--- src/rtl/ymodem_data_frame_receiver_defines.svh ---
// assertion macros for the ymodem data frame receiver
`ifndef YMODEM_DATA_FRAME_RECEIVER_DEFINES_SVH
`define YMODEM_DATA_FRAME_RECEIVER_DEFINES_SVH
`ifndef SYNTH
`define YDFR_ASSERT_IMP(lbl, ante, cons) \
  lbl: assert property (@(posedge clk) disable iff (!rst_n) (ante) |-> (cons)) \
    else $error("ydfr check failed");
`define YDFR_ASSERT_NXT(lbl, ante, cons) \
  lbl: assert property (@(posedge clk) disable iff (!rst_n) (ante) |=> (cons)) \
    else $error("ydfr check failed");
`else
`define YDFR_ASSERT_IMP(lbl, ante, cons)
`define YDFR_ASSERT_NXT(lbl, ante, cons)
`endif
`endif

--- src/rtl/ydfr_pkg.sv ---
// types and constants shared by the ymodem data frame receiver
`timescale 1ns / 1ps
package ydfr_pkg;

  localparam int unsigned POS_W   = 11;
  localparam int unsigned OFS_W   = 24;
  localparam int unsigned TOT_W   = 25;

  localparam logic [7:0]       HDR_SHORT  = 8'h01;
  localparam logic [15:0]      CRC_POLY   = 16'h1021;
  localparam logic [15:0]      CRC_INIT   = 16'h0000;
  localparam logic [POS_W-1:0] SHORT_LEN  = 11'd128;
  localparam logic [POS_W-1:0] LONG_LEN   = 11'd1024;
  localparam logic [POS_W-1:0] HDR_LEN    = 11'd3;
  localparam logic [POS_W-1:0] FRAME_OVH  = 11'd5;
  localparam logic [POS_W-1:0] POS_BLK    = 11'd1;
  localparam logic [POS_W-1:0] POS_CMP    = 11'd2;
  localparam logic [TOT_W-1:0] TOTAL_MAX  = 25'h1FF_FFFF;
  localparam logic [7:0]       PAD_MAX    = 8'hFF;

  localparam logic KIND_BYTE = 1'b0;
  localparam logic KIND_NEW  = 1'b1;

  localparam logic RES_PAYLOAD = 1'b0;
  localparam logic RES_VERDICT = 1'b1;

  typedef enum logic [1:0] {
    VERDICT_OK    = 2'd0,
    VERDICT_SHORT = 2'd1,
    VERDICT_CMP   = 2'd2,
    VERDICT_CRC   = 2'd3
  } verdict_t;

  typedef struct packed {
    logic       kind;
    logic [7:0] in_byte;
    logic       last_byte;
  } in_beat_t;

  typedef struct packed {
    logic             result_kind;
    logic [7:0]       payload_byte;
    logic [OFS_W-1:0] byte_offset;
    logic [1:0]       verdict;
    logic [7:0]       block_number;
    logic [7:0]       pad_count;
    logic [TOT_W-1:0] bytes_accepted;
    logic             transfer_complete;
  } out_beat_t;

  // handshake between the stages
  typedef struct packed {
    logic vld;
    logic rdy;
  } stage_ctl_t;

  // crc-16 xmodem, one byte, msb first
  function automatic logic [15:0] crc_byte(input logic [15:0] crc_in, input logic [7:0] b);
    logic [15:0] c;
    c = crc_in ^ {b, 8'h00};
    for (int i = 0; i < 8; i++) begin
      if (c[15]) begin
        c = {c[14:0], 1'b0} ^ CRC_POLY;
      end else begin
        c = {c[14:0], 1'b0};
      end
    end
    return c;
  endfunction

endpackage

--- src/rtl/ydfr_in_stage.sv ---
// input register of the ymodem data frame receiver
`timescale 1ns / 1ps
module ydfr_in_stage (
  input  logic                clk,
  input  logic                rst_n,
  input  logic                in_valid,
  output logic                in_stall,
  input  ydfr_pkg::in_beat_t  in_beat,
  input  logic                dn_rdy,
  output ydfr_pkg::stage_ctl_t ctl,
  output ydfr_pkg::in_beat_t  beat
);
  import ydfr_pkg::*;

  logic     vld_r;
  in_beat_t beat_r;

  // holds while the result register cannot take the next beat
  assign in_stall = vld_r && !dn_rdy;

  always_ff @(posedge clk) begin
    if (!rst_n) begin
      vld_r <= 1'b0;
    end else if (!in_stall) begin
      vld_r <= in_valid;
    end
  end

  always_ff @(posedge clk) begin
    if (in_valid && !in_stall) begin
      beat_r <= in_beat;
    end
  end

  assign ctl.vld = vld_r;
  assign ctl.rdy = dn_rdy;
  assign beat    = beat_r;

endmodule

--- src/rtl/ydfr_frame_chk.sv ---
// frame state, crc check and verdict logic
`timescale 1ns / 1ps
`include "ymodem_data_frame_receiver_defines.svh"
module ydfr_frame_chk #(
  parameter int unsigned PAGE_BYTES = 256
) (
  input  logic                           clk,
  input  logic                           rst_n,
  input  logic                           cfg_we,
  input  logic [ydfr_pkg::OFS_W-1:0]     cfg_wdata,
  input  ydfr_pkg::stage_ctl_t           ctl,
  input  ydfr_pkg::in_beat_t             beat,
  output logic                           res_vld,
  output ydfr_pkg::out_beat_t            res
);
  import ydfr_pkg::*;

  localparam int unsigned REM_W = $clog2(PAGE_BYTES);
  localparam int unsigned PAD_W = ($clog2(PAGE_BYTES + 1) > 8) ? $clog2(PAGE_BYTES + 1) : 9;
  localparam logic [REM_W-1:0] REM_LAST = REM_W'(PAGE_BYTES - 1);

  logic                step;
  logic [OFS_W-1:0]    fsize_r;
  logic [POS_W-1:0]    pos_r,  pos_nxt;
  logic                short_r, short_nxt;
  logic [7:0]          blk_r,  blk_nxt;
  logic                cmp_r,  cmp_nxt;
  logic [15:0]         crc_r,  crc_nxt;
  logic [7:0]          th_r,   th_nxt;
  logic                cm_r,   cm_nxt;
  logic [OFS_W-1:0]    tent_r, tent_nxt;
  logic [OFS_W-1:0]    comm_r, comm_nxt;
  logic [TOT_W-1:0]    tot_r,  tot_nxt;
  logic [REM_W-1:0]    trem_r, trem_nxt;
  logic [REM_W-1:0]    crem_r, crem_nxt;

  logic                hdr_short;
  logic [POS_W-1:0]    plen, pay_end, req, p_inc;
  logic                in_pay, emit_pay;
  logic [TOT_W:0]      tot_sum;
  logic [PAD_W-1:0]    pad_full;
  verdict_t            vd;

  assign step = ctl.vld && ctl.rdy;

  always_comb begin
    pos_nxt   = pos_r;
    short_nxt = short_r;
    blk_nxt   = blk_r;
    cmp_nxt   = cmp_r;
    crc_nxt   = crc_r;
    th_nxt    = th_r;
    cm_nxt    = cm_r;
    tent_nxt  = tent_r;
    comm_nxt  = comm_r;
    tot_nxt   = tot_r;
    trem_nxt  = trem_r;
    crem_nxt  = crem_r;
    res_vld   = 1'b0;
    res       = '0;
    vd        = VERDICT_OK;
    tot_sum   = '0;
    pad_full  = '0;

    hdr_short = (pos_r == '0) ? (beat.in_byte == HDR_SHORT) : short_r;
    plen      = hdr_short ? SHORT_LEN : LONG_LEN;
    pay_end   = plen + HDR_LEN;
    req       = plen + FRAME_OVH;
    in_pay    = (pos_r >= HDR_LEN) && (pos_r < pay_end);
    emit_pay  = in_pay && !beat.last_byte && (tent_r < fsize_r);
    p_inc     = (pos_r < req) ? pos_r + POS_W'(1) : pos_r;

    if (step) begin
      if (beat.kind == KIND_NEW) begin
        pos_nxt   = '0;
        short_nxt = 1'b0;
        blk_nxt   = '0;
        cmp_nxt   = 1'b0;
        crc_nxt   = CRC_INIT;
        th_nxt    = '0;
        cm_nxt    = 1'b0;
        tent_nxt  = '0;
        comm_nxt  = '0;
        tot_nxt   = '0;
        trem_nxt  = '0;
        crem_nxt  = '0;
      end else begin
        short_nxt = hdr_short;
        pos_nxt   = p_inc;
        if (pos_r == POS_BLK) begin
          blk_nxt = beat.in_byte;
        end
        if (pos_r == POS_CMP) begin
          cmp_nxt = (blk_r == ~beat.in_byte);
        end
        if (in_pay) begin
          crc_nxt = crc_byte(crc_r, beat.in_byte);
        end
        if (pos_r == pay_end) begin
          th_nxt = beat.in_byte;
        end
        if (pos_r == pay_end + POS_W'(1)) begin
          cm_nxt = ({th_r, beat.in_byte} == crc_r);
        end

        if (emit_pay) begin
          tent_nxt         = tent_r + OFS_W'(1);
          trem_nxt         = (trem_r == REM_LAST) ? '0 : trem_r + REM_W'(1);
          res_vld          = 1'b1;
          res.result_kind  = RES_PAYLOAD;
          res.payload_byte = beat.in_byte;
          res.byte_offset  = tent_r;
        end else if (beat.last_byte) begin
          priority if (p_inc < req) begin
            vd = VERDICT_SHORT;
          end else if (!cmp_nxt) begin
            vd = VERDICT_CMP;
          end else if (!cm_nxt) begin
            vd = VERDICT_CRC;
          end else begin
            vd = VERDICT_OK;
          end

          if (vd == VERDICT_OK) begin
            comm_nxt = tent_r;
            crem_nxt = trem_r;
            tot_sum  = {1'b0, tot_r} + (TOT_W + 1)'(plen);
            tot_nxt  = tot_sum[TOT_W] ? TOTAL_MAX : tot_sum[TOT_W-1:0];
            pad_full = PAD_W'(PAGE_BYTES) - PAD_W'(trem_r);
            if ((tent_r == fsize_r) && (trem_r != '0)) begin
              res.pad_count = (pad_full > PAD_W'(PAD_MAX)) ? PAD_MAX : pad_full[7:0];
            end
          end

          res_vld               = 1'b1;
          res.result_kind       = RES_VERDICT;
          res.byte_offset       = comm_nxt;
          res.verdict           = vd;
          res.block_number      = blk_nxt;
          res.bytes_accepted    = tot_nxt;
          res.transfer_complete = (tot_nxt >= {1'b0, fsize_r});

          // frame done, start over
          pos_nxt   = '0;
          short_nxt = 1'b0;
          blk_nxt   = '0;
          cmp_nxt   = 1'b0;
          crc_nxt   = CRC_INIT;
          th_nxt    = '0;
          cm_nxt    = 1'b0;
          tent_nxt  = comm_nxt;
          trem_nxt  = crem_nxt;
        end
      end
    end
  end

  always_ff @(posedge clk) begin
    if (!rst_n) begin
      fsize_r <= '0;
      pos_r   <= '0;
      short_r <= 1'b0;
      blk_r   <= '0;
      cmp_r   <= 1'b0;
      crc_r   <= CRC_INIT;
      th_r    <= '0;
      cm_r    <= 1'b0;
      tent_r  <= '0;
      comm_r  <= '0;
      tot_r   <= '0;
      trem_r  <= '0;
      crem_r  <= '0;
    end else begin
      if (cfg_we) begin
        fsize_r <= cfg_wdata;
      end
      pos_r   <= pos_nxt;
      short_r <= short_nxt;
      blk_r   <= blk_nxt;
      cmp_r   <= cmp_nxt;
      crc_r   <= crc_nxt;
      th_r    <= th_nxt;
      cm_r    <= cm_nxt;
      tent_r  <= tent_nxt;
      comm_r  <= comm_nxt;
      tot_r   <= tot_nxt;
      trem_r  <= trem_nxt;
      crem_r  <= crem_nxt;
    end
  end

  `YDFR_ASSERT_NXT(a_pos_clear, step && (beat.kind == KIND_BYTE) && beat.last_byte, pos_r == '0)
  `YDFR_ASSERT_IMP(a_pos_bound, 1'b1, pos_r <= (LONG_LEN + FRAME_OVH))
  `YDFR_ASSERT_IMP(a_tent_ahead, 1'b1, tent_r >= comm_r)

endmodule

--- src/rtl/ydfr_out_stage.sv ---
// result register of the ymodem data frame receiver
`timescale 1ns / 1ps
module ydfr_out_stage (
  input  logic                 clk,
  input  logic                 rst_n,
  input  ydfr_pkg::stage_ctl_t ctl,
  input  logic                 res_vld,
  input  ydfr_pkg::out_beat_t  res,
  output logic                 dn_rdy,
  output logic                 out_valid,
  input  logic                 out_stall,
  output ydfr_pkg::out_beat_t  out_beat
);
  import ydfr_pkg::*;

  logic      vld_r;
  out_beat_t beat_r;
  logic      load;

  assign dn_rdy = !vld_r || !out_stall;
  assign load   = ctl.vld && dn_rdy && res_vld;

  always_ff @(posedge clk) begin
    if (!rst_n) begin
      vld_r <= 1'b0;
    end else if (dn_rdy) begin
      vld_r <= load;
    end
  end

  always_ff @(posedge clk) begin
    if (load) begin
      beat_r <= res;
    end
  end

  assign out_valid = vld_r;
  assign out_beat  = beat_r;

endmodule

--- src/rtl/ymodem_data_frame_receiver.sv ---
// top level of the ymodem data frame receiver
//
//  channel  | handshake            | payload
//  ---------+----------------------+---------------------------
//  input    | in_valid / in_stall  | in_beat (kind, byte, last)
//  result   | out_valid / out_stall| out_beat (payload/verdict)
//  config   | cfg_we               | cfg_wdata (file size)
//
// one beat per cycle while out_stall is low; each beat is held in the input
// register and its result, if any, is loaded into the result register
// crc, position and offsets update in the single logic stage between the two
// a stalled result register holds the input register, which then stalls
// synchronous active-low reset clears all frame, offset and total state
`timescale 1ns / 1ps
module ymodem_data_frame_receiver #(
  parameter int unsigned PAGE_BYTES = 256
) (
  input  logic                        clk,
  input  logic                        rst_n,
  input  logic                        in_valid,
  output logic                        in_stall,
  input  ydfr_pkg::in_beat_t          in_beat,
  output logic                        out_valid,
  input  logic                        out_stall,
  output ydfr_pkg::out_beat_t         out_beat,
  input  logic                        cfg_we,
  input  logic [ydfr_pkg::OFS_W-1:0]  cfg_wdata
);
  import ydfr_pkg::*;

  stage_ctl_t ctl;
  in_beat_t   beat;
  logic       dn_rdy;
  logic       res_vld;
  out_beat_t  res;

  ydfr_in_stage u_in (
    .clk      (clk),
    .rst_n    (rst_n),
    .in_valid (in_valid),
    .in_stall (in_stall),
    .in_beat  (in_beat),
    .dn_rdy   (dn_rdy),
    .ctl      (ctl),
    .beat     (beat)
  );

  ydfr_frame_chk #(
    .PAGE_BYTES (PAGE_BYTES)
  ) u_chk (
    .clk       (clk),
    .rst_n     (rst_n),
    .cfg_we    (cfg_we),
    .cfg_wdata (cfg_wdata),
    .ctl       (ctl),
    .beat      (beat),
    .res_vld   (res_vld),
    .res       (res)
  );

  ydfr_out_stage u_out (
    .clk       (clk),
    .rst_n     (rst_n),
    .ctl       (ctl),
    .res_vld   (res_vld),
    .res       (res),
    .dn_rdy    (dn_rdy),
    .out_valid (out_valid),
    .out_stall (out_stall),
    .out_beat  (out_beat)
  );

endmodule

--- config.mk ---
export PLATFORM = sky130hd
export DESIGN_NAME = ymodem_data_frame_receiver
export DESIGN_NICKNAME = d
export VERILOG_FILES = /design/src/rtl/ydfr_pkg.sv /design/src/rtl/ydfr_in_stage.sv /design/src/rtl/ydfr_frame_chk.sv /design/src/rtl/ydfr_out_stage.sv /design/src/rtl/ymodem_data_frame_receiver.sv
export VERILOG_INCLUDE_DIRS = /design/src /design/src/rtl
export SDC_FILE = /design/constraint.sdc
export NUM_CORES = 1
export LEC_CHECK = 0
export BUFFER_PORTS_ARGS = -buffer_cell sky130_fd_sc_hd__buf_2
export CORE_ASPECT_RATIO = 1.25
export CORE_UTILIZATION = 42
export CTS_CLUSTER_SIZE = 16
export DETAILED_ROUTE_END_ITERATION = 12
export PLACE_DENSITY_LB_ADDON = 0.05
export SYNTH_ARGS = -nofsm -noshare
export SYNTH_HDL_FRONTEND = slang
export SYNTH_SLANG_ARGS = --single-unit
export TNS_END_PERCENT = 1
--- constraint.sdc ---
create_clock -name clk -period 9.1 [get_ports clk]
set_clock_uncertainty 0.15 [all_clocks]
set_input_delay 1.82 -clock clk [delete_from_list [all_inputs] [get_ports clk]]
set_output_delay 1.82 -clock clk [all_outputs]
set_load 0.03 [all_outputs]
==> results by group, run 1 <==
Placement
  – Final RePlAce weighted congestion: roughly 0.9
  – Number of port buffers: about 120
  – DPL Wire Length: 26,790 um
  – Pre-CTS setup slack: 1622 ps

STA
  – Slew @ Worst Pin: 1025 ps
  – Minimum clock period: 7506 ps
  – Final worst slack: 1594 ps
  – RSZ-0062 raised after global routing: no
  – Fin Setup TNS: 0 ps
  – Post-route clock period utilization: 0.8248
  – Slew HR: 0.3103
  – F_max: 0.1332 GHz
  – Endpoints failing hold: 0
  – Final setup viols: 0
  – Max-slew violations: 0

Synthesis
  – Mean Syn Cell Area: about 9.5 um^2
  – Post-synth top area share: 0.2484
  – Largest family of logic cells by synthesized area: compound AO/OA/AOI/OAI gates
  – Post-synth EDFFs: 87
  – Synth unique cells: 79
  – Yosys Warn Count: 0
  – Sequential element share of the synthesized area: 0.4498
  – Asr flop ratio synth: 0
  – Synth Area in Compound Gates: 0.2089
  – Synthesized area: 12,970 um^2
  – Synth Area in Simple Gates: 0.1524
  – Top FF cell, synth: dfxtp_1
  – Post-synthesis xor/xnor area fraction: 0.04793
  – Area contributors post-synth: dfxtp_1, edfxtp_1, ha_1
  – Post-Synth Adder-Cell Area: 0.06075
  – Yosys top cell by area: dfxtp_1
  – Post-synthesis instance total: 1,362
  – Mux cell area share after synthesis: 0.03481
  – Syn_nets: 1,464
  – Synth cell count leaders: dfxtp_1, nor2_1, a21oi_1
  – Count leader, synth: dfxtp_1
  – Number of synthesized register bits: roughly 250

Floorplan
  – Initial Utilization: 0.4296
  – Die area: 31,600 um^2
  – Die width: 159.2 um
  – Die Ht: roughly 200 um
  – Io pins: 118
  – Num rows: 71
  – Area of the core: between 30,000 and 40,000 um^2

Pwr
  – Peak VDD IR: around 0.14 mV
  – Power Dens Cells: 164.5 nW/um^2
  – Leakage power: around 0.0057 uW

Final layout
  – Fraction of layout cells with a size suffix above 1: 0.1373
  – Multi-input gate area: around 6600 um^2
  – Fill cell count: 2,890
  – Area Overhead vs Synth: 13.68%
  – Final nets: 1,531
  – Storage cell area: 5836 um^2

Routing
  – First-pass detailed-route iteration total: 5
  – Total wire length: 38,000 um
  – # DRC: 0
  – Remaining antenna violation count: 0
  – Routed len/inst: 20.53 um
  – Drt initial violations: 675
  – Vias: roughly 11,000
  – Via density: just under 6

Clocking
  – Post-CTS sizing: 0
  – Clock-pin slew on the worst setup and hold paths: about 70 ps
  – H-tree depth: 1
  – TritonCTS Sinks: 248
  – CTS tree: done
  – Post-CTS setup buffer count: 0
  – Clock root buffer master: clkbuf_16
  – Clock Tree Buf Depth: 3
  – Clock latency on the worst-skew pair: approximately 550 ps
  – Cts-stage hold buffer count: 0
  – Num CTS Buffers: 27

Hold path
  – Min-delay worst type: register to register

Setup path
  – CP peak stage delay: between 700 and 800 ps
  – Required @ worst endpoint: 9230 ps
  – Crit start category: register
  – Crit path buf inv count: 4
  – Crit path capture type: register
  – Crit path max-delay cell type: or4_1
  – CP arrival: between 7000 and 8000 ps
  – Type of the worst setup path: register to register
  – Top delay family on crit path: compound AO/OA/AOI/OAI gates
  – Max FO, Critical Path: 22

Global route
  – Gr busiest metal: met2
  – Overall routing resource usage: 0.2388
  – Number of global-route vias before repair: 10,326
  – Grt ovf: 0
  – M1 GR Usage: 0.2899
  – Largest net degree at the start of global routing: a little over 60
  – GRT met2 Usage: 0.4246
  – First-pass GRT wire length: 58,880 um
  – Grt met3 use: 0.03357
  – Initial antenna violation count: 4

Run
  – Max Cap Viol: 0

Outcome
  – Status: completed
cell families after synthesis:
kind of cell,Yosys count
AOI/OAI and AO/OA,375
adders and majority gates,63
muxes,45
xor gates and xnor gates,71
buffers and inverters,148
and+or+nand+nor,412
DFF,248
worst reg2reg max path, stage by stage, from the launching register on:
cell and delay (ps):
dfxtp_1 400, or4_1 730, nor3_1 240, buf_4 190
nand2_1 80, a21oi_1 350, inv_1 190, ha_1 350
nor4bb_1 180, a2111oi_4 630, and3_1 280, nand2_1 100
xnor2_1 160, ha_1 230, o41ai_4 590, o22ai_4 330
buf_4 310, a21oi_1 180, inv_1 70, ha_1 280
nor2b_1 130, o21ai_0 140, nand2b_1 80, a211oi_1 240
o211ai_1 150, a21oi_1 230, o31a_1 170, a31oi_1 80
placed cells by master (no fill, tap or decap), types with 34 or more instances in the layout:
| master | n |
|---|---|
| buf_2 | 117 |
| a21oi_1 | 91 |
| dfxtp_1 | 161 |
| inv_1 | 49 |
| nand2_1 | 77 |
| nand3_1 | 43 |
| nor2_1 | 144 |
| a22o_1 | 58 |
| edfxtp_1 | 87 |
| mux2i_1 | 44 |
| and3_1 | 34 |
| xnor2_1 | 44 |
| ha_1 | 63 |
per-stage QoR:
stage | area [um^2] | util | hold slack (ps) | total power, uW | std cells
finish | 14750 | 0.4884 | 303.8 | 2427 | 1851
global route | 14750 | 0.4883 | 315.9 | 2508 | 1850
floorplan | 12970 | - | 277.3 | 1284 | 1362
CTS | 14750 | 0.4883 | 307.1 | 2456 | 1850
detailed placement | 13840 | 0.4583 | 291.3 | 1334 | 1801
global placement | 13840 | 0.4583 | 283.6 | 1334 | 1801
registers in the layout (all words and copies together), names as in the netlist, 8 cells and up:
signal,flops
u_out.out_beat,77
u_chk.tot_r,25
u_chk.comm_r,24
u_chk.fsize_r,24
u_chk.tent_r,24
u_chk.crc_r,16
u_chk.pos_r,11
u_in.beat,10
u_chk.blk_r,8
u_chk.crem_r,8
u_chk.th_r,8
u_chk.trem_r,8
worst paths after layout:
check                           cells after the start                         from  slack, ps                              end
worst min-delay path                                1  u_chk.tot_r[4]$_SDFFE_PN0P_        300      u_chk.tot_r[4]$_SDFFE_PN0P_
worst min register to register                      1  u_chk.tot_r[4]$_SDFFE_PN0P_        300      u_chk.tot_r[4]$_SDFFE_PN0P_
worst max register to register                     27  u_chk.pos_r[3]$_SDFFE_PN0P_       1590  u_out.out_beat[0]$_SDFFCE_PP0P_
worst max-delay path                               27  u_chk.pos_r[3]$_SDFFE_PN0P_       1590  u_out.out_beat[0]$_SDFFCE_PP0P_
layer usage:
layer / wire length (um) / part of all wire
met1: 15890 / 0.42
met2: 18920 / 0.50
met3: 1898 / 0.050
met4: 1253 / 0.033
met5: 32 / 0.00084
power breakdown:
group / internal, uW / switching, uW / total (uW)
clock network: 661 / 456 / 1120
registers: 1160 / 13.6 / 1170
logic: 43.6 / 93.3 / 137
total: 1860 / 563 / 2430
area by class of cell:
cell class | instances | share of cell area
Inverter | 52 | 0.01332
Sequential cell | 248 | 0.3956
Clock buffer | 38 | 0.05352
Multi-Input combinational cell | 966 | 0.4471
Timing Repair Buffer | 134 | 0.04835
Antenna cell | 1 | 0.0001696
Tap cell | 401 | 0.03401
Clock inverter | 11 | 0.007889
(Power assumes the default switching activity.)
==> run 2: changes to the inputs <==
==> constraint.sdc (replaced) <==
create_clock -name clk -period 7.1 [get_ports clk]
set_clock_uncertainty 0.15 [all_clocks]
set_input_delay 1.42 -clock clk [delete_from_list [all_inputs] [get_ports clk]]
set_output_delay 1.42 -clock clk [all_outputs]
set_load 0.03 [all_outputs]
==> run 2 against run 1 <==
Net effect:
- critical path depth decreased by 3
- register-to-register slack worse by 1200 ps
- global-route usage is 0.053 points higher
- largest power group unchanged
==> results by group, run 2 (synthesis results as in run 1) <==
Setup path
  – CP arrival: 6800 ps
  – Reg2Reg Depth: 24
  – Type of the worst setup path: register to register
  – Required @ worst endpoint: 7240 ps
  – Max FO, Critical Path: 23
  – RR Endpoint: u_out.out_beat[0]$_SDFFCE_PP0P_
  – Start of the worst register-to-register path: u_chk.pos_r[9]$_SDFFE_PN0P_
  – Crit path capture: u_out.out_beat[0]$_SDFFCE_PP0P_
  – Crit path capture type: register
  – Launch point of the worst path: u_chk.pos_r[9]$_SDFFE_PN0P_
  – Worst R2R Setup Slack: 440 ps
  – Crit start category: register

STA
  – Final setup viols: 0
  – Post-route clock period utilization: 0.9380
  – Max-slew violations: 0
  – RSZ-0062 raised after global routing: no
  – Endpoints failing hold: 0
  – Minimum clock period: approximately 6700 ps
  – F_max: about 0.15 GHz
  – Slew @ Worst Pin: 1028 ps
  – Slew HR: 0.3124
  – Fin Setup TNS: 0 ps
  – Final worst slack: ~440 ps

Routing
  – First-pass detailed-route iteration total: 5
  – Vias: 10,827
  – Total wire length: approximately 38,000 um
  – Remaining antenna violation count: 0
  – Via density: 5.784
  – # DRC: 0
  – Routed len/inst: 20.30 um
  – Drt initial violations: 657

Floorplan
  – Initial Utilization: 0.4296
  – Die Ht: 198.5 um
  – Die width: 159.2 um
  – Area of the core: 30,200 um^2
  – Io pins: between 100 and 150
  – Die area: 31,600 um^2
  – Num rows: 71

Final layout
  – Fill cell count: 2,912
  – Largest register FFs: a little under 80
  – Most common cell after layout, fill and taps aside: dfxtp_1
  – Area Overhead vs Synth: 14.75%
  – Final nets: 1,552
  – Storage cell area: 5836 um^2
  – Multi-input gate area: between 6000 and 7000 um^2
  – Fraction of layout cells with a size suffix above 1: 0.1463
  – Most frequent cells in the layout: dfxtp_1, nor2_1, buf_2

Hold path
  – Min-delay worst type: register to register

Pwr
  – Power Dens Cells: 205.3 nW/um^2
  – Leakage power: 0.005826 uW
  – Peak VDD IR: 0.1301 mV

Clocking
  – Clock Tree Buf Depth: 3
  – Post-CTS setup buffer count: 0
  – Num CTS Buffers: 27
  – H-tree depth: 1
  – Clock root buffer master: clkbuf_16
  – Clock-pin slew on the worst setup and hold paths: about 70 ps
  – TritonCTS Sinks: 248
  – CTS tree: done
  – Clock latency on the worst-skew pair: 550 ps

Placement
  – Final RePlAce weighted congestion: between 0.8 and 0.9
  – Number of port buffers: 117
  – DPL Wire Length: 26,740 um
  – Pre-CTS setup slack: 464.7 ps

Global route
  – Number of global-route vias before repair: 10,367
  – First-pass GRT wire length: between 50,000 and 60,000 um
  – Initial antenna violation count: 6
  – Grt ovf: 0
  – Overall routing resource usage: 0.2393
  – Largest net degree at the start of global routing: 42

Run
  – Max Cap Viol: 0

Outcome
  – Status: completed
-- run 2: power by group --
part | switching [uW] | internal [uW] | total (uW) | leakage, uW
clock network | 577 | 799 | 1380 | 0.000419
registers | 10.4 | 1480 | 1500 | 0.00206
logic | 126 | 59.4 | 186 | 0.00335
total | 714 | 2340 | 3060 | 0.00583
-- run 2: what timing repair did --
item / CTS / global route
gates resized for setup: 0 / 1
setup endpoints to repair: 0 / 1
hold buffers: 0 / 0
-- run 2: per-stage QoR --
| step | hold WS, ps | util | total power (uW) | cells | cell area [um^2] |
|---|---|---|---|---|---|
| final | 304.3 | 0.4930 | 3057 | 1872 | 14890 |
| after global routing | 318.4 | 0.4930 | 3164 | 1872 | 14890 |
| after CTS | 303.9 | 0.4927 | 3093 | 1871 | 14880 |
| after detailed placement | 289.8 | 0.4645 | 1713 | 1822 | 14030 |
| after global placement | 288.2 | 0.4645 | 1712 | 1822 | 14030 |
| after floorplan | 277.3 | - | 1646 | 1362 | 12970 |
-- run 2: final cells by class --
class | instances | share of cell area
Inverter | 52 | 0.01319
Clock buffer | 42 | 0.05328
Timing Repair Buffer | 155 | 0.06101
Antenna cell | 1 | 0.0001681
Tap cell | 401 | 0.03370
Multi-Input combinational cell | 966 | 0.4429
Clock inverter | 7 | 0.003866
Sequential cell | 248 | 0.3919
-- run 2: critical path, cell delays in order, from the launching register on --
cell     delay (ps)
dfxtp_1         440
or4_1           590
nor3_1          320
nand2_1         130
a21oi_1         160
buf_4           150
inv_1            50
ha_1            310
o31a_1          160
or2_2           360
nor3_1          410
xor2_1          130
ha_1            300
nand2_1          60
a31o_2          270
o22ai_4         650
mux2_2          440
ha_1            300
a21o_1          180
a21o_1          160
a21oi_1         140
o21ai_0          90
a21oi_1         200
o31a_1          160
a31oi_1          80
-- run 2: metal layers --
metal | part of all wire | GRT usage | vias up | wire length (um)
met4 | 0.035 | 0.09188 | 8 | 1344
met3 | 0.056 | 0.03899 | 86 | 2110
met2 | 0.49 | 0.4237 | 326 | 18630
li1 | - | - | 5223 | -
met1 | 0.42 | 0.2912 | 5184 | 15870
met5 | 0.0012 | 0 | - | 47
-- run 2: how the worst min path moves through the flow --
stage	from	to	slack [ps]	cells past startpoint
3_3_place_gp	u_chk.tot_r[1]$_SDFFE_PN0P_	u_chk.tot_r[1]$_SDFFE_PN0P_	290	1
3_5_place_dp	u_chk.tot_r[0]$_SDFFE_PN0P_	u_chk.tot_r[0]$_SDFFE_PN0P_	290	1
4_1_cts	u_chk.tot_r[0]$_SDFFE_PN0P_	u_chk.tot_r[0]$_SDFFE_PN0P_	300	1
2_1_floorplan	u_chk.tot_r[0]$_SDFFE_PN0P_	u_chk.tot_r[0]$_SDFFE_PN0P_	280	1
6_report	u_chk.tot_r[0]$_SDFFE_PN0P_	u_chk.tot_r[0]$_SDFFE_PN0P_	300	1
5_1_grt	u_chk.tot_r[2]$_SDFFE_PN0P_	u_chk.tot_r[2]$_SDFFE_PN0P_	320	1
==> run 3: changes to the inputs <==
--- a/config.mk
+++ b/config.mk
@@ -8,8 +8,7 @@
 export LEC_CHECK = 0
 export BUFFER_PORTS_ARGS = -buffer_cell sky130_fd_sc_hd__buf_2
 export CORE_ASPECT_RATIO = 1.25
-export CORE_UTILIZATION = 42
-export CTS_CLUSTER_SIZE = 16
+export CORE_UTILIZATION = 30
 export DETAILED_ROUTE_END_ITERATION = 12
 export PLACE_DENSITY_LB_ADDON = 0.05
 export SYNTH_ARGS = -nofsm -noshare
==> run 3 against run 2 <==
Net effect:
- power is 4.4% higher
- clock power increased by 9%
- first-iteration DRC count fell by 2.4%
- die area up 40%
- critical path depth is 4 higher
- critical endpoint unchanged
- non-clock buffer count grew 3
==> results by group, run 3 (synthesis results as in run 1) <==
Floorplan
  – Die area: roughly 44,000 um^2
  – Die width: 188.0 um
  – Area of the core: 42,360 um^2
  – Io pins: roughly 120
  – Die Ht: 234.5 um
  – Initial Utilization: 0.3063
  – Num rows: 84

Routing
  – First-pass detailed-route iteration total: 5
  – Vias: 10,730
  – Drt initial violations: 641
  – Routed len/inst: roughly 21 um
  – # DRC: 0
  – Via density: 5.270
  – Remaining antenna violation count: 0
  – Total wire length: approximately 43,000 um

STA
  – Endpoints failing hold: 0
  – Max-slew violations: 0
  – Final worst slack: 537.2 ps
  – Slew HR: 0.2412
  – Final setup viols: 0
  – Post-route clock period utilization: 0.9243
  – F_max: roughly 0.15 GHz
  – RSZ-0062 raised after global routing: no
  – Slew @ Worst Pin: around 1100 ps
  – Fin Setup TNS: 0 ps
  – Minimum clock period: around 6600 ps

Hold path
  – Min-delay src: u_chk.tot_r[5]$_SDFFE_PN0P_
  – Min-delay worst type: register to register
  – Worst Hold Path EP: u_chk.tot_r[5]$_SDFFE_PN0P_
  – Worst Hold Depth: 1

Setup path
  – Crit path max-delay cell type: or4_1
  – Required @ worst endpoint: 7250 ps
  – Max FO, Critical Path: 23
  – Crit start category: register
  – Cell mode on critical path: a21oi_1
  – Start of the worst register-to-register path: u_chk.pos_r[8]$_SDFFE_PN0P_
  – CP peak stage delay: between 600 and 700 ps
  – Type of the worst setup path: register to register
  – CP arrival: 6710 ps
  – Crit path capture type: register
  – RR Endpoint: u_out.out_beat[0]$_SDFFCE_PP0P_
  – Reg2Reg Depth: 28
  – Worst R2R Setup Slack: about 540 ps

Final layout
  – Most common cell after layout, fill and taps aside: dfxtp_1
  – Final nets: 1,556
  – Area Overhead vs Synth: 17.35%
  – Fill cell count: 4,317
  – Most frequent cells in the layout: dfxtp_1, nor2_1, buf_2
  – Finished Layout Cells: around 2,000
  – Fraction of layout cells with a size suffix above 1: 0.1565
  – Largest register FFs: 77

Clocking
  – Clock latency on the worst-skew pair: 570 ps
  – Clock Tree Buf Depth: 3
  – Num CTS Buffers: 28
  – Clock-pin slew on the worst setup and hold paths: 70 ps
  – Cts-stage hold buffer count: 0
  – Clock root buffer master: clkbuf_16
  – CTS tree: done
  – TritonCTS Sinks: between 200 and 250
  – H-tree depth: 1

Pwr
  – Leakage power: between 0.005 and 0.006 uW
  – Power Dens Cells: 209.7 nW/um^2
  – Peak VDD IR: 0.1836 mV

Global route
  – Initial antenna violation count: 7
  – Largest net degree at the start of global routing: 60
  – Number of global-route vias before repair: 10,495
  – First-pass GRT wire length: 64,990 um
  – Overall routing resource usage: 0.1920
  – Grt ovf: 0

Run
  – Max Cap Viol: 0

Placement
  – Final RePlAce weighted congestion: 0.8219
  – Number of port buffers: ~120
  – DPL Wire Length: 30,370 um
  – Cell Count Post-Placement: 1,981
  – Pre-CTS setup slack: 343.7 ps

Outcome
  – Status: completed
run 3: area by class of cell:
cell class,count,area [um^2],share of cell area
multi-input cells,966,6621,0.4349
repair buffers,158,918.4,0.06032
well taps,559,699.4,0.04594
clock inverters,12,123.9,0.008135
flip-flops and latches,248,5836,0.3833
inverters,52,196.4,0.01290
clock buffers,40,828.3,0.05440
diodes,1,2.502,0.0001644
run 3: worst max-delay path, delay by kind of cell (launching register included):
kind	cells	cell delay (ps)
compound gates	12	2400
xor+xnor	1	160
fa+ha+maj	3	870
buf+inv	4	690
flops	1	430
simple gates	8	1580
run 3: report_power, final:
part | internal (uW) | switching, uW
clock network | 883 | 622
logic | 60.2 | 132
registers | 1480 | 10.6
total | 2430 | 765
run 3: stage by stage:
stage               hold WS [ps]  utilization  power (uW)  cell area [um^2]
global placement           298.3       0.3360        1721             14230
floorplan                  277.3            -        1646             12970
finish                     306.7       0.3595        3193             15230
global route               336.4       0.3594        3321             15220
CTS                        310.1       0.3585        3247             15180
detailed placement         296.9       0.3360        1721             14230
run 3: per-layer routing:
| metal | track usage | wire [um] |
|---|---|---|
| met2 | 0.3341 | 20750 |
| met1 | 0.2366 | 18610 |
| met4 | 0.07114 | 1291 |
| met5 | 0 | 68 |
| met3 | 0.03354 | 1898 |
run 3: worst max path at each step:
stage          slack (ps)                         from                         endpoint
4_1_cts               320  u_chk.pos_r[7]$_SDFFE_PN0P_  u_out.out_beat[0]$_SDFFCE_PP0P_
6_report              540  u_chk.pos_r[8]$_SDFFE_PN0P_  u_out.out_beat[0]$_SDFFCE_PP0P_
2_1_floorplan         330  u_chk.pos_r[4]$_SDFFE_PN0P_  u_out.out_beat[0]$_SDFFCE_PP0P_
5_1_grt                70  u_chk.pos_r[3]$_SDFFE_PN0P_  u_out.out_beat[0]$_SDFFCE_PP0P_
3_5_place_dp          340  u_chk.pos_r[7]$_SDFFE_PN0P_  u_out.out_beat[0]$_SDFFCE_PP0P_
3_3_place_gp          480  u_chk.pos_r[3]$_SDFFE_PN0P_  u_out.out_beat[0]$_SDFFCE_PP0P_
run 3: timing repair:
item	4_1_cts	5_1_grt
resized for setup	0	5
endpoints found under the setup margin	0	1
setup buffers	0	2
